### config.mk
export PLATFORM = sky130hd
export DESIGN_NAME = lo_synth_divider_writer
export DESIGN_NICKNAME = d
export VERILOG_FILES = /design/src/hdl/lsdw_pkg.sv /design/src/hdl/lsdw_front.sv /design/src/hdl/lsdw_queue.sv /design/src/hdl/lsdw_back.sv /design/src/hdl/lo_synth_divider_writer.sv
export SDC_FILE = /design/constraint.sdc
export NUM_CORES = 1
export LEC_CHECK = 0
export ABC_AREA = 1
export CAP_MARGIN = 20
export CORE_MARGIN = 3
export CORE_UTILIZATION = 45
export DETAILED_ROUTE_END_ITERATION = 6
export DONT_BUFFER_PORTS = 1
export GPL_ROUTABILITY_DRIVEN = 0
export PLACE_DENSITY = 0.58
export SLEW_MARGIN = 20
export SYNTH_ARGS = -nofsm -noshare
export SYNTH_HDL_FRONTEND = slang
export SYNTH_HIERARCHICAL = 1
export SYNTH_SLANG_ARGS = --single-unit
### constraint.sdc
create_clock -name clk -period 15.4 [get_ports clk]
set_input_delay 3.08 -clock clk [delete_from_list [all_inputs] [get_ports clk]]
set_output_delay 3.08 -clock clk [all_outputs]
set_load 0.005 [all_outputs]
### src/hdl/lsdw_pkg.sv
// ----------------------------------------------------------------------------
// lsdw_pkg
// shared types and constants for the lo synthesizer divider writer
// ----------------------------------------------------------------------------
`default_nettype none

package lsdw_pkg;

    localparam int QUEUE_DEPTH = 2;

    // frequency limits in hertz
    localparam logic [32:0] FREQ_MIN_HZ  = 33'd85000000;
    localparam logic [32:0] FREQ_MAX_HZ  = 33'd4200000000;
    localparam logic [32:0] VCO_HALF_HZ  = 33'd2700000000;
    localparam logic [37:0] PRESC_THR_HZ = 38'd3200000000;
    localparam int          LO_DIV_MAX   = 5;

    // freq / 312500 = (freq >> 2) / 78125, done as a multiply by 2^47 / 78125 (rounded up)
    localparam int          FQ_W        = 30;
    localparam int          RECIP_W     = 31;
    localparam logic [30:0] FREQ_RECIP  = 31'd1801439851;
    localparam int          RECIP_SHIFT = 47;
    localparam int          PROD_W      = FQ_W + RECIP_W;
    localparam int          QUOT_W      = 14;

    // device register addresses
    localparam logic [4:0] ADDR_NONE     = 5'd0;
    localparam logic [4:0] ADDR_PLL_CTRL = 5'd9;
    localparam logic [4:0] ADDR_FRAC_HI  = 5'd16;
    localparam logic [4:0] ADDR_N_WORD   = 5'd17;

    typedef enum logic [1:0] {
        BEAT_CTRL,
        BEAT_FRAC,
        BEAT_NWORD
    } beat_t;

    // one classified request as it travels from front to back
    typedef struct packed {
        logic            rejected;
        logic [2:0]      lo_div;
        logic            presc_hi;
        logic [FQ_W-1:0] freq_q;
    } cmd_t;

endpackage

`default_nettype wire

### src/hdl/lsdw_front.sv
// ----------------------------------------------------------------------------
// lsdw_front
// range check, lo divider and prescaler choice for each requested frequency
// ----------------------------------------------------------------------------
`default_nettype none

module lsdw_front
(
    input  wire logic          in_valid,
    output logic               in_ready,
    input  wire logic [32:0]   freq_hz,
    output logic               push_valid,
    input  wire logic          push_ready,
    output lsdw_pkg::cmd_t     push_data
);

    logic [2:0]  lo_div;
    logic [37:0] fvco;

    always_comb
    begin
        lo_div = 3'd0;
        // thresholds fall with k, so counting the hits gives the loop count
        for (int k = 0; k < lsdw_pkg::LO_DIV_MAX; k++)
        begin
            if ((lsdw_pkg::VCO_HALF_HZ >> k) >= freq_hz)
            begin
                lo_div = lo_div + 3'd1;
            end
        end
        fvco = {5'd0, freq_hz} << lo_div;
    end

    always_comb
    begin
        push_data.rejected = (freq_hz < lsdw_pkg::FREQ_MIN_HZ) ||
                             (freq_hz > lsdw_pkg::FREQ_MAX_HZ);
        push_data.lo_div   = lo_div;
        push_data.presc_hi = fvco > lsdw_pkg::PRESC_THR_HZ;
        push_data.freq_q   = freq_hz[31:2];
    end

    assign push_valid = in_valid;
    assign in_ready   = push_ready;

endmodule

`default_nettype wire

### src/hdl/lsdw_queue.sv
// ----------------------------------------------------------------------------
// lsdw_queue
// small first-in first-out queue of classified requests
// ----------------------------------------------------------------------------
`default_nettype none

module lsdw_queue
#(
    parameter int DEPTH = lsdw_pkg::QUEUE_DEPTH
)
(
    input  wire logic           clk,
    input  wire logic           rst_n,
    input  wire logic           push_valid,
    output logic                push_ready,
    input  wire lsdw_pkg::cmd_t push_data,
    output logic                pop_valid,
    input  wire logic           pop_ready,
    output lsdw_pkg::cmd_t      pop_data
);

    localparam int PTR_W = $clog2(DEPTH);
    localparam int CNT_W = $clog2(DEPTH + 1);

    lsdw_pkg::cmd_t   entry_reg [DEPTH];
    logic [PTR_W-1:0] wr_ptr_reg, wr_ptr_next;
    logic [PTR_W-1:0] rd_ptr_reg, rd_ptr_next;
    logic [CNT_W-1:0] count_reg, count_next;
    logic             do_push, do_pop;

    assign push_ready = count_reg != CNT_W'(DEPTH);
    assign pop_valid  = count_reg != '0;
    assign do_push    = push_valid && push_ready;
    assign do_pop     = pop_valid && pop_ready;
    assign pop_data   = entry_reg[rd_ptr_reg];

    always_comb
    begin
        wr_ptr_next = wr_ptr_reg;
        rd_ptr_next = rd_ptr_reg;
        count_next  = count_reg;
        if (do_push)
        begin
            wr_ptr_next = (wr_ptr_reg == PTR_W'(DEPTH - 1)) ? '0 : wr_ptr_reg + 1'b1;
        end
        if (do_pop)
        begin
            rd_ptr_next = (rd_ptr_reg == PTR_W'(DEPTH - 1)) ? '0 : rd_ptr_reg + 1'b1;
        end
        if (do_push && !do_pop)
        begin
            count_next = count_reg + 1'b1;
        end
        else if (do_pop && !do_push)
        begin
            count_next = count_reg - 1'b1;
        end
    end

    always_ff @(posedge clk or negedge rst_n)
    begin
        if (!rst_n)
        begin
            wr_ptr_reg <= '0;
            rd_ptr_reg <= '0;
            count_reg  <= '0;
        end
        else
        begin
            wr_ptr_reg <= wr_ptr_next;
            rd_ptr_reg <= rd_ptr_next;
            count_reg  <= count_next;
        end
    end

    always_ff @(posedge clk)
    begin
        if (do_push)
        begin
            entry_reg[wr_ptr_reg] <= push_data;
        end
    end

endmodule

`default_nettype wire

### src/hdl/lsdw_back.sv
// ----------------------------------------------------------------------------
// lsdw_back
// fractional-n computation and sequencing of the register write transactions
// ----------------------------------------------------------------------------
`default_nettype none

module lsdw_back
(
    input  wire logic           clk,
    input  wire logic           rst_n,
    input  wire logic [15:0]    pll_ctrl_base,
    input  wire logic           pop_valid,
    output logic                pop_ready,
    input  wire lsdw_pkg::cmd_t pop_data,
    output logic                out_valid,
    input  wire logic           out_ready,
    output logic [4:0]          reg_addr,
    output logic [15:0]         reg_data,
    output logic                rejected,
    output logic                last
);

    // multiply stage
    logic                          m_valid_reg, m_valid_next;
    logic                          m_rej_reg;
    logic [2:0]                    m_n_reg;
    logic                          m_phi_reg;
    logic [lsdw_pkg::PROD_W-1:0]   m_prod_reg;

    // emit stage
    logic                          e_valid_reg, e_valid_next;
    lsdw_pkg::beat_t               beat_reg, beat_next;
    logic                          e_rej_reg;
    logic                          e_phi_reg;
    logic [15:0]                   e_frac_reg, e_frac_next;
    logic [15:0]                   e_nword_reg, e_nword_next;

    logic                          e_done, e_free, m_adv, m_free, do_pop;
    logic [lsdw_pkg::QUOT_W-1:0]   quot;
    logic [lsdw_pkg::QUOT_W:0]     round_sum;
    logic [1:0]                    p_val;
    logic [4:0]                    step_shift;
    logic [35:0]                   t_val;

    assign last      = e_rej_reg || (beat_reg == lsdw_pkg::BEAT_NWORD);
    assign out_valid = e_valid_reg;
    assign rejected  = e_rej_reg;
    assign e_done    = e_valid_reg && out_ready && last;
    assign e_free    = !e_valid_reg || e_done;
    assign m_adv     = m_valid_reg && e_free;
    assign m_free    = !m_valid_reg || m_adv;
    assign pop_ready = m_free;
    assign do_pop    = pop_valid && m_free;

    // round(freq / 625000) half up, then placed at the fraction step
    always_comb
    begin
        quot       = m_prod_reg[lsdw_pkg::RECIP_SHIFT +: lsdw_pkg::QUOT_W];
        round_sum  = {1'b0, quot} + 15'd1;
        p_val      = m_phi_reg ? 2'd2 : 2'd1;
        step_shift = (m_phi_reg ? 5'd16 : 5'd17) + {2'b00, m_n_reg};
        t_val      = {22'd0, round_sum[lsdw_pkg::QUOT_W:1]} << step_shift;
        e_frac_next  = t_val[23:8];
        e_nword_next = {4'd0, p_val, m_n_reg, t_val[30:24]};
    end

    always_comb
    begin
        m_valid_next = m_valid_reg;
        if (do_pop)
        begin
            m_valid_next = 1'b1;
        end
        else if (m_adv)
        begin
            m_valid_next = 1'b0;
        end

        e_valid_next = e_valid_reg;
        beat_next    = beat_reg;
        if (m_adv)
        begin
            e_valid_next = 1'b1;
            beat_next    = lsdw_pkg::BEAT_CTRL;
        end
        else if (e_done)
        begin
            e_valid_next = 1'b0;
            beat_next    = lsdw_pkg::BEAT_CTRL;
        end
        else if (e_valid_reg && out_ready)
        begin
            case (beat_reg)
                lsdw_pkg::BEAT_CTRL: beat_next = lsdw_pkg::BEAT_FRAC;
                lsdw_pkg::BEAT_FRAC: beat_next = lsdw_pkg::BEAT_NWORD;
                default:             beat_next = lsdw_pkg::BEAT_CTRL;
            endcase
        end
    end

    always_comb
    begin
        reg_addr = lsdw_pkg::ADDR_NONE;
        reg_data = 16'd0;
        if (!e_rej_reg)
        begin
            case (beat_reg)
                lsdw_pkg::BEAT_CTRL:
                begin
                    reg_addr = lsdw_pkg::ADDR_PLL_CTRL;
                    // charge-pump level is 2 or 3
                    reg_data = {pll_ctrl_base[15:2], 1'b1, e_phi_reg};
                end
                lsdw_pkg::BEAT_FRAC:
                begin
                    reg_addr = lsdw_pkg::ADDR_FRAC_HI;
                    reg_data = e_frac_reg;
                end
                lsdw_pkg::BEAT_NWORD:
                begin
                    reg_addr = lsdw_pkg::ADDR_N_WORD;
                    reg_data = e_nword_reg;
                end
                default:
                begin
                    reg_addr = lsdw_pkg::ADDR_NONE;
                    reg_data = 16'd0;
                end
            endcase
        end
    end

    always_ff @(posedge clk or negedge rst_n)
    begin
        if (!rst_n)
        begin
            m_valid_reg <= 1'b0;
            e_valid_reg <= 1'b0;
            beat_reg    <= lsdw_pkg::BEAT_CTRL;
            e_rej_reg   <= 1'b0;
        end
        else
        begin
            m_valid_reg <= m_valid_next;
            e_valid_reg <= e_valid_next;
            beat_reg    <= beat_next;
            if (m_adv)
            begin
                e_rej_reg <= m_rej_reg;
            end
        end
    end

    always_ff @(posedge clk)
    begin
        if (do_pop)
        begin
            m_rej_reg  <= pop_data.rejected;
            m_n_reg    <= pop_data.lo_div;
            m_phi_reg  <= pop_data.presc_hi;
            m_prod_reg <= lsdw_pkg::PROD_W'(pop_data.freq_q) *
                          lsdw_pkg::PROD_W'(lsdw_pkg::FREQ_RECIP);
        end
        if (m_adv)
        begin
            e_phi_reg   <= m_phi_reg;
            e_frac_reg  <= e_frac_next;
            e_nword_reg <= e_nword_next;
        end
    end

endmodule

`default_nettype wire

### src/hdl/lo_synth_divider_writer.sv
// ----------------------------------------------------------------------------
// lo_synth_divider_writer
// turns a requested lo frequency into pll control, fraction and n register writes
// ----------------------------------------------------------------------------
// Each accepted frequency yields three write transactions (pll control at 9,
// fraction upper word at 16, n word at 17, last set on the third); a frequency
// outside 85 MHz to 4.2 GHz yields one transaction with rejected and last set
// and zero address and data. A new frequency can be taken every cycle while the
// front queue has room; the sustained rate is set by the three output beats of
// the write sequencer (one for a rejected frequency) and by out_ready. Inputs are
// classified into the queue, then registered in the reciprocal multiplier stage
// and the emit stage. pll_ctrl_base is written over its own always-ready channel;
// the user must write it only while the block is idle; the block does not enforce it.
`default_nettype none

module lo_synth_divider_writer
#(
    parameter int QUEUE_DEPTH = lsdw_pkg::QUEUE_DEPTH
)
(
    input  wire logic        clk,
    input  wire logic        rst_n,
    input  wire logic        cfg_valid,
    output logic             cfg_ready,
    input  wire logic [15:0] cfg_data,
    input  wire logic        in_valid,
    output logic             in_ready,
    input  wire logic [32:0] freq_hz,
    output logic             out_valid,
    input  wire logic        out_ready,
    output logic [4:0]       reg_addr,
    output logic [15:0]      reg_data,
    output logic             rejected,
    output logic             last
);

    logic [15:0]    pll_ctrl_base_reg;
    logic           push_valid, push_ready;
    lsdw_pkg::cmd_t push_data;
    logic           pop_valid, pop_ready;
    lsdw_pkg::cmd_t pop_data;

    assign cfg_ready = 1'b1;

    always_ff @(posedge clk or negedge rst_n)
    begin
        if (!rst_n)
        begin
            pll_ctrl_base_reg <= 16'd0;
        end
        else if (cfg_valid && cfg_ready)
        begin
            pll_ctrl_base_reg <= cfg_data;
        end
    end

    lsdw_front u_front
    (
        .in_valid   (in_valid),
        .in_ready   (in_ready),
        .freq_hz    (freq_hz),
        .push_valid (push_valid),
        .push_ready (push_ready),
        .push_data  (push_data)
    );

    lsdw_queue
    #(
        .DEPTH (QUEUE_DEPTH)
    )
    u_queue
    (
        .clk        (clk),
        .rst_n      (rst_n),
        .push_valid (push_valid),
        .push_ready (push_ready),
        .push_data  (push_data),
        .pop_valid  (pop_valid),
        .pop_ready  (pop_ready),
        .pop_data   (pop_data)
    );

    lsdw_back u_back
    (
        .clk           (clk),
        .rst_n         (rst_n),
        .pll_ctrl_base (pll_ctrl_base_reg),
        .pop_valid     (pop_valid),
        .pop_ready     (pop_ready),
        .pop_data      (pop_data),
        .out_valid     (out_valid),
        .out_ready     (out_ready),
        .reg_addr      (reg_addr),
        .reg_data      (reg_data),
        .rejected      (rejected),
        .last          (last)
    );

endmodule

`default_nettype wire

==> metrics.yaml <==
status: "complete, no violations"
cts_tree: "yes"
fp.dieW_um: 249
critPathKind: "input port to register"
fin_crit_sh_pct: 51.0
diodes: 0
worstSetupStartpointType: "input port"
grt_pass1_vias: 20600
syn_area_per_cell_um2: 8.22
cts-resized-gates: 0
arrival_ns: 8.07
setup_viol: 0
grt_max_degree: 38
skew_ns: 0.0169
crit_family: "simple AND/OR/NAND/NOR gates"
drive_gt1_share_pct: 5.06
finalInstanceArea_um2: 27600
fin_tns_setup_ns: 0
area_growth_pct: 4.20
antenna_left: 0
route.vias.total: 20000
grt_overflow: 0
first_pass_iters: 6
clock_latency_ns: 0.44
maxSlewHeadroom_pct: 31.1
dp_hpwl_um: 63600
clockRootBuffer: "clkbuf_16"
antenna_found_initial: 0
startpoint: "freq_hz[2]"
min_from: "u_back/m_rej_reg$_DFFE_PP_"
worstMarginPinSlew_ns: 1.03
syn_inst: 3222
post-route-drc-count: 0
yosysWarnings: 6
die_h_um: 249
wl_per_cell_um: 18.3
finalNetCount: 3973
reg2regPathDepth: 28
drt-total-wl_um: 72100
finalMaxSlewViolations: 0
ios: 80
cts_buffers: 17
portBuffers: 0
grt_pass1_wl_um: 114000
critical_path_buf_inv_count: 3
path_clk_slew_ns: 0.06
slowest_stage: "a21boi_4"
die-area_um2: 61800
regToRegStartpoint: "u_queue/rd_ptr_reg$_DFFE_PN0P_"
drtIter0Drc: 1366
postPlaceCellArea_um2: 26900
core_um2: 58000
cts_setup_buffers: 0
grt.total_usage_pct: 23.5
hold_viol: 0
row_count: 88
ctsHoldBuffers: 0
largest_register_ff_count: 70
hp-class: "register to register"
regToRegSetupSlack_ns: 7.58
slowest_delay_ns: 0.62
critPathCaptureType: "register"
syn_area_um2: 26500
crit_fanout: 25
initial_core_util_pct: 45.7
crit_cells: 29
fmax_mhz: 127
cts.sinks: 132
period_minus_slack_ns: 7.85
htree_levels: 4
cts_max_path_buffers: 2
rsz0062_at_grt: "no"
hold_depth: 2
required_ns: 15.62
vias_per_cell: 5.07
cap_violations: 0
## cell usage in the layout (no fill, tap or decap), types with 27 or more instances in the layout
| cell type | n |
|---|---|
| inv_1 | 779 |
| inv_2 | 29 |
| edfxtp_1 | 109 |
| nand2_1 | 755 |
| nand4_1 | 27 |
| nand3_1 | 199 |
| ha_1 | 344 |
| nor2_1 | 160 |
| nand2_2 | 42 |
| a21oi_1 | 83 |
| fa_1 | 405 |
| o21ai_0 | 40 |
## through the flow
step	instances	hold slack (ns)	utilization (%)	worst slack, ns
2_1_floorplan	3223	0.426	-	8.40
3_3_place_gp	3914	0.446	46.4	7.29
3_5_place_dp	3914	0.455	46.4	7.21
4_1_cts	3946	0.474	47.5	7.54
5_1_grt	3948	0.494	47.6	7.18
6_report	3948	0.469	47.6	7.55
## metal layers
layer  global-route usage, %  wire, um
met4                    7.90      2610
met3                    2.86      3240
met2                    39.2     34300
met5                       0         0
met1                    32.0     31900
## worst reg2reg max path: cells and delay by family (launching register included)
family        cells  cell delay (ns)
fa+ha+maj         9             4.43
flops             1             0.36
buf+inv           8             0.98
simple gates     11             1.81
## worst paths after layout
check / to
worst max-delay path: u_queue/entry_reg[0][30]$_DFFE_PP_
worst min-delay path: u_back/rejected$_DFFE_PN0P_
worst max register to register: u_back/m_prod_reg[58]$_DFFE_PP_
worst min register to register: u_back/rejected$_DFFE_PN0P_
max in group asynchronous: u_queue/rd_ptr_reg$_DFFE_PN0P_
min in group asynchronous: pll_ctrl_base_reg[4]$_DFFE_PN0P_
## layout make-up
class / instances / area, um2
Inverter: 813 / 3060
Tap cell: 765 / 957
Clock buffer: 17 / 425
Sequential cell: 132 / 3850
Clock inverter: 15 / 228
Multi-Input combinational cell: 2203 / 19000
Fill cell: 5647 / 30400
Timing Repair Buffer: 3 / 38.8
Power is not shown: default switching activity piles up to over one toggle a cycle in this logic, so the estimate is an artifact.
